$ cat src/design/sir_pkg.sv
// ----------------------------------------------------------------------------
// sir_pkg: shared types and codes for the sorted insert / rank select block
// Request and status codes, field widths and the per-cell control bundle.
// ----------------------------------------------------------------------------
package sir_pkg;

  localparam int unsigned VALUE_W  = 32;
  localparam int unsigned REQ_W    = 2;
  localparam int unsigned RANK_W   = 6;
  localparam int unsigned STATUS_W = 2;
  localparam int unsigned COUNT_W  = 7;

  localparam logic [REQ_W-1:0] REQ_INSERT  = 2'd0;
  localparam logic [REQ_W-1:0] REQ_READ    = 2'd1;
  localparam logic [REQ_W-1:0] REQ_AVERAGE = 2'd2;

  localparam logic [STATUS_W-1:0] ST_OK    = 2'd0;
  localparam logic [STATUS_W-1:0] ST_RANGE = 2'd1;
  localparam logic [STATUS_W-1:0] ST_FULL  = 2'd2;

  typedef logic signed [VALUE_W-1:0] value_t;

  // control seen by one cell of the row
  typedef struct packed {
    logic   insert_en;
    logic   occupied;
    logic   pick_a;
    logic   pick_b;
    value_t new_value;
  } cell_ctrl_t;

endpackage

$ cat src/design/sir_cell.sv
// ----------------------------------------------------------------------------
// sir_cell: one storage cell of the sorted row
// Holds one value, compares it with an incoming value and either keeps it,
// takes the incoming value or takes its left neighbor's value on insert.
// ----------------------------------------------------------------------------
module sir_cell (
  input  logic                clk,
  input  sir_pkg::cell_ctrl_t ctrl,
  input  sir_pkg::value_t     left_value,
  input  logic                left_greater,
  output sir_pkg::value_t     value,
  output logic                greater,
  output sir_pkg::value_t     pick_a_value,
  output sir_pkg::value_t     pick_b_value
);

  sir_pkg::value_t value_r;
  sir_pkg::value_t value_nxt;

  // prefix of the row that stays put: occupied and strictly larger
  assign greater = ctrl.occupied && (value_r > ctrl.new_value);

  always_comb begin
    value_nxt = value_r;
    if (ctrl.insert_en && !greater) begin
      value_nxt = left_greater ? ctrl.new_value : left_value;
    end
  end

  always_ff @(posedge clk) begin
    value_r <= value_nxt;
  end

  assign value        = value_r;
  assign pick_a_value = ctrl.pick_a ? value_r : '0;
  assign pick_b_value = ctrl.pick_b ? value_r : '0;

endmodule

$ cat config.mk
export PLATFORM = sky130hd
export DESIGN_NAME = sir_cell
export DESIGN_NICKNAME = d
export VERILOG_FILES = /design/src/design/sir_pkg.sv /design/src/design/sir_cell.sv
export SDC_FILE = /design/constraint.sdc
export NUM_CORES = 1
export LEC_CHECK = 0
export ABC_AREA = 0
export BUFFER_PORTS_ARGS = -buffer_cell sky130_fd_sc_hd__buf_4
export CAP_MARGIN = 10
export CORE_UTILIZATION = 40
export CTS_BUF_LIST = sky130_fd_sc_hd__clkbuf_2
export DETAILED_ROUTE_END_ITERATION = 6
export PLACE_DENSITY_LB_ADDON = 0.3
export SLEW_MARGIN = 20
export SYNTH_ARGS = -nofsm -noshare
export SYNTH_HDL_FRONTEND = slang
export SYNTH_SLANG_ARGS = --single-unit
$ cat constraint.sdc
create_clock -name clk -period 3 [get_ports clk]
set_clock_uncertainty 0.15 [all_clocks]
set_input_delay 0.3 -clock clk [delete_from_list [all_inputs] [get_ports clk]]
set_output_delay 0.3 -clock clk [all_outputs]
set_load 0.01 [all_outputs]
Word level (Yosys, flattened, before mapping)

Cells that the tools add are included.
Widths: inputs -> output; s select.

Flip-flop bits (word level): 32
Bits of input ports: 70
Output and inout bits: 97
Word-level logic and storage cells: 8

Magnitude comparators: 1
Mux-type cells: 3
Reductions and logical operators: 3

Operators by type and width:

| cell              | count |
|---|---|
| $mux 32           | 3 |
| $gt 32x32->1      | 1 |
| $logic_and 1x1->1 | 2 |
| $logic_not 1->1   | 1 |

Longest topological paths before layout

Depth in word-level cells: 4
Depth in mapped cells: 8
Depth with buffers taken out: 8

Least setup slack after synthesis

Ideal clock, no wire load.

Path type: register to register
Start: register value_r[14], in the netlist value[14]
End: register value_r[0], in the netlist value[0], enable pin
Setup time: 392 ps
Arrival: 2601 ps
Data required time: 2458 ps
Setup slack: -143 ps
Cell stages (with the launch flop): 8
Path buffers: 0
Period minus slack after synthesis: 3143 ps
Cells stage by stage: edfxtp_1 > ha_1 > a21oi_2 > nand2_1 > a221o_1 > o31a_1 > o211ai_2 > and3_1

Word-level cells in the longest chain between the ends: 4

RTL lines:

| element                | line           | RTL |
|---|---|---|
| from (decl)            | sir_cell.sv:17 | `sir_pkg::value_t value_r;` |
| from (signal assigned) | sir_cell.sv:31 | `value_r <= value_nxt;` |
| $gt 32x32->1           | sir_cell.sv:21 | `assign greater = ctrl.occupied && (value_r > ctrl.new_value);` |
| $logic_and 1x1->1      | sir_cell.sv:21 |  |
| $logic_not 1->1        | sir_cell.sv:25 | `if (ctrl.insert_en && !greater) begin` |
| $logic_and 1x1->1      | sir_cell.sv:25 |  |

No other way between the ends.
A chain may end at the register's enable or synchronous reset.

Worst setup path in the final report

Start: register value_r[11], in the netlist value[11]
End: output greater

Word-level cells in the longest chain between the ends: 2

RTL lines:

| element           | line           | RTL |
|---|---|---|
| $gt 32x32->1      | sir_cell.sv:21 |  |
| $logic_and 1x1->1 | sir_cell.sv:21 |  |
| to (decl)         | sir_cell.sv:12 | `output logic greater,` |

No other way between the ends.

==> metrics.md <==
| Metric | Value |
|---|---|
| Status | `completed` |
| Gr ovfl total | `0` |
| Number of inserted diodes | `0` |
| Yosys top cell area share | `37.1%` |
| Worst Path Arrival | `2.44 ns` |
| Ys Warns | `0` |
| Worst-margin pin slew | `0.434 ns` |
| Worst Hold Slack | `0.0460 ns` |
| Comb power frac | `a little over two fifths` |
| Clk root buf | `clkbuf_2` |
| Final slew viol count | `0` |
| Vias in the first global route | `about 2.3k` |
| Final setup margin | `0.107 ns` |
| DIE HEIGHT | `82.5 microns` |
| Num rows | `28` |
| Reg power frac | `41.6%` |
| Setup crit start kind | `register` |
| Top cells by area, synth | `edfxtp_1 37%, and2_1 15%, ha_1 15%` |
| Vias | `2,507` |
| Max-slew headroom | `71.1%` |
| Die ar. | `between 0.006 and 0.007 sq mm` |
| Crit path kind | `reg -> out` |
| Max Freq | `approximately 350 MHz` |
| VDD IR-drop max | `roughly 0.22 mV` |
| Worst Setup End Kind | `output port` |
| Slowest cell on crit path | `edfxtp_1` |
| Synth Cell Area | `0.00259 sq mm` |
| Syn Area/Cell | `10.1 sq um` |
| Max-cap violations | `0` |
| CTS H-tree depth | `2` |
| Maximum number of pins on one net before global-route repair | `33` |
| Cell taking the most area after synthesis | `edfxtp_1` |
| Clk pin slew, worst setup/hold paths | `between 0.15 and 0.2 ns` |
| Routed Antenna Nets | `0` |
| CTS tree | `done` |
| Total Routing Usage GR | `21.1%` |
| Syn nets | `358` |
| Share of layout cells above drive strength 1 | `54.2%` |
| Clock tree buffer depth | `2` |
| Core area | `0.00610 sq mm` |
| Commonest non-fill, non-tap cell in the layout | `buf_4` |
| Die W | `82.5 microns` |
| Initial Utilization | `between 40% and 50%` |
| Clock group share of total power | `15.7%` |
| Area growth, synth to finish | `61.4%` |
| CP Data Required Time | `2.55 ns` |
| Worst min path class | `in -> reg` |
| Detailed-route wire length per cell | `14.8 microns` |
| Sw frac | `32.7%` |
| FF+latch count, synth | `32` |
| First-pass detailed-route iteration total | `5` |
| # hold bufs at CTS | `0` |
| First-pass GRT wire length | `10,700 microns` |
| Fillers | `528` |
| Nets | `540` |
| Final min period | `just under 3 ns` |
| Crit Path Max Fanout | `3` |
| Sw Pwr | `462 uW` |
| Seq/Total Area, Yosys | `37.1%` |
| Syn Inst Count | `around 260` |
| Synth cell types | `28` |
| Fin. Hold Viols | `0` |
| Slowest stage delay, CP | `0.45 ns` |
| Max reg flops | `32` |
| Most frequent cells in the layout | `185 x buf_4, 64 x and2_1, 33 x inv_1` |
| PD cells | `roughly 340 mW/mm^2` |
| Pre-CTS setup slack | `approximately 0.17 ns` |
| Crit-path cells | `ha_1, nand4_1, nor2_2, a221o_1, o31a_1, o211ai_2, nand2_1, buf_4` |
| Vias per inst | `4.88` |
| Leakage power | `2.06 nW` |
| DRC | `0` |
| Initial drt markers | `32` |
| IO buf count | `166` |
| Total routed wirelength | `7580 microns` |
| Setup violators final | `0` |
| Worst skew pair latency | `approximately 0.4 ns` |
| CTS buffer count | `5` |
| Clock sink count | `32` |
| Crit share post-route | `a little over nine tenths` |
| Int Pwr | `950 uW` |
| Gpl congestion | `between 0.7 and 0.8` |
| Boundary pin count | `approximately 170` |
| Antenna violations before repair | `0` |
| Final HPWL DP | `5760 microns` |
cells by family (layout without fill, tap and decap cells):
group / Yosys count / count (layout) / synth area share, %
and+or+nand+nor: 91 / 91 / 20.8
buffers and inverters: 43 / 226 / 6.23
adders and majority gates: 32 / 32 / 15.5
muxes: 32 / 32 / 13.9
DFF: 32 / 32 / 37.1
AOI/OAI and AO/OA: 26 / 26 / 6.47
cells in the mapped netlist:
| library cell | n |
|---|---|
| a2111oi_0 | 1 |
| a211oi_1 | 1 |
| a21o_1 | 1 |
| a21oi_1 | 12 |
| a21oi_2 | 1 |
| a221o_1 | 1 |
| a22oi_1 | 1 |
| a31oi_1 | 1 |
| and2_1 | 64 |
| and3_1 | 1 |
| buf_1 | 3 |
| clkbuf_1 | 7 |
| edfxtp_1 | 32 |
| ha_1 | 32 |
| inv_1 | 33 |
| mux2_2 | 32 |
| nand2_1 | 7 |
| nand3_1 | 3 |
| nand4_1 | 8 |
| nor2_1 | 4 |
| nor2b_1 | 1 |
| nor3_1 | 1 |
| nor4_1 | 1 |
| o211ai_1 | 2 |
| o211ai_2 | 1 |
| o21ai_0 | 3 |
| o31a_1 | 1 |
| or3b_1 | 1 |
final cells by class:
| type | instances | area [sq um] | share of cell area (%) |
|---|---|---|---|
| inverter | 33 | 124 | 2.96 |
| clock buffer | 7 | 35.0 | 0.838 |
| sequential | 32 | 961 | 23.0 |
| timing repair buffer | 185 | 1390 | 33.2 |
| tap | 75 | 93.8 | 2.24 |
| clock inverter | 1 | 3.75 | 0.0898 |
| multi-input combinational | 181 | 1580 | 37.7 |
final timing paths:
check | from | endpoint | slack, ns | depth (start not counted)
setup / recovery | value[11] | greater | 0.11 | 8
hold / removal | left_value[13] | value[13] | 0.05 | 2
hold reg to reg | value[31] | value[29] | 1.14 | 4
setup reg to reg | value[11] | value[7] | 0.22 | 8
power by group through the flow:
stage	clock network [mW]	registers, mW	logic (mW)
2_1_floorplan	0	0.610	0.245
5_1_grt	0.240	0.594	0.664
3_3_place_gp	0	0.598	0.536
4_1_cts	0.227	0.590	0.551
6_report	0.222	0.588	0.602
3_5_place_dp	0	0.600	0.550
stage by stage:
step | power [mW] | utilization, % | cell area [sq um] | instances | TNS [ns]
final | 1.41 | 68.6 | 4180 | 514 | 0
after floorplan | 0.855 | - | 2590 | 256 | 0
after global routing | 1.50 | 68.6 | 4180 | 514 | -0.0408
after CTS | 1.37 | 64.8 | 3950 | 497 | 0
after global placement | 1.13 | 64.1 | 3910 | 489 | 0
after detailed placement | 1.15 | 64.1 | 3910 | 489 | 0
worst max-delay path, delay by kind of cell, from the launching register on:
kind	cells	cell delay (ns)
AO/OA/AOI/OAI	3	0.79
flip-flops	1	0.45
adder cells (fa/ha/maj)	1	0.35
AND/OR/NAND/NOR	3	0.32
buffers and inverters	1	0.15
repair_timing:
action                                  CTS  global route
buffers inserted                          0            17
endpoints found under the setup margin    0             1
resized for setup                         0            14
routing by layer:
metal | part of all wire (%) | wire length, microns | up-vias | track usage, %
met4 | 0.98 | 74 | 0 | 7.02
li1 | - | - | 1254 | -
met1 | 38 | 2910 | 1146 | 25.8
met2 | 53 | 4040 | 99 | 36.8
met5 | 0 | 0 | - | 0
met3 | 7.3 | 553 | 8 | 4.18
No activity file was read; power rests on OpenSTA's default activity.
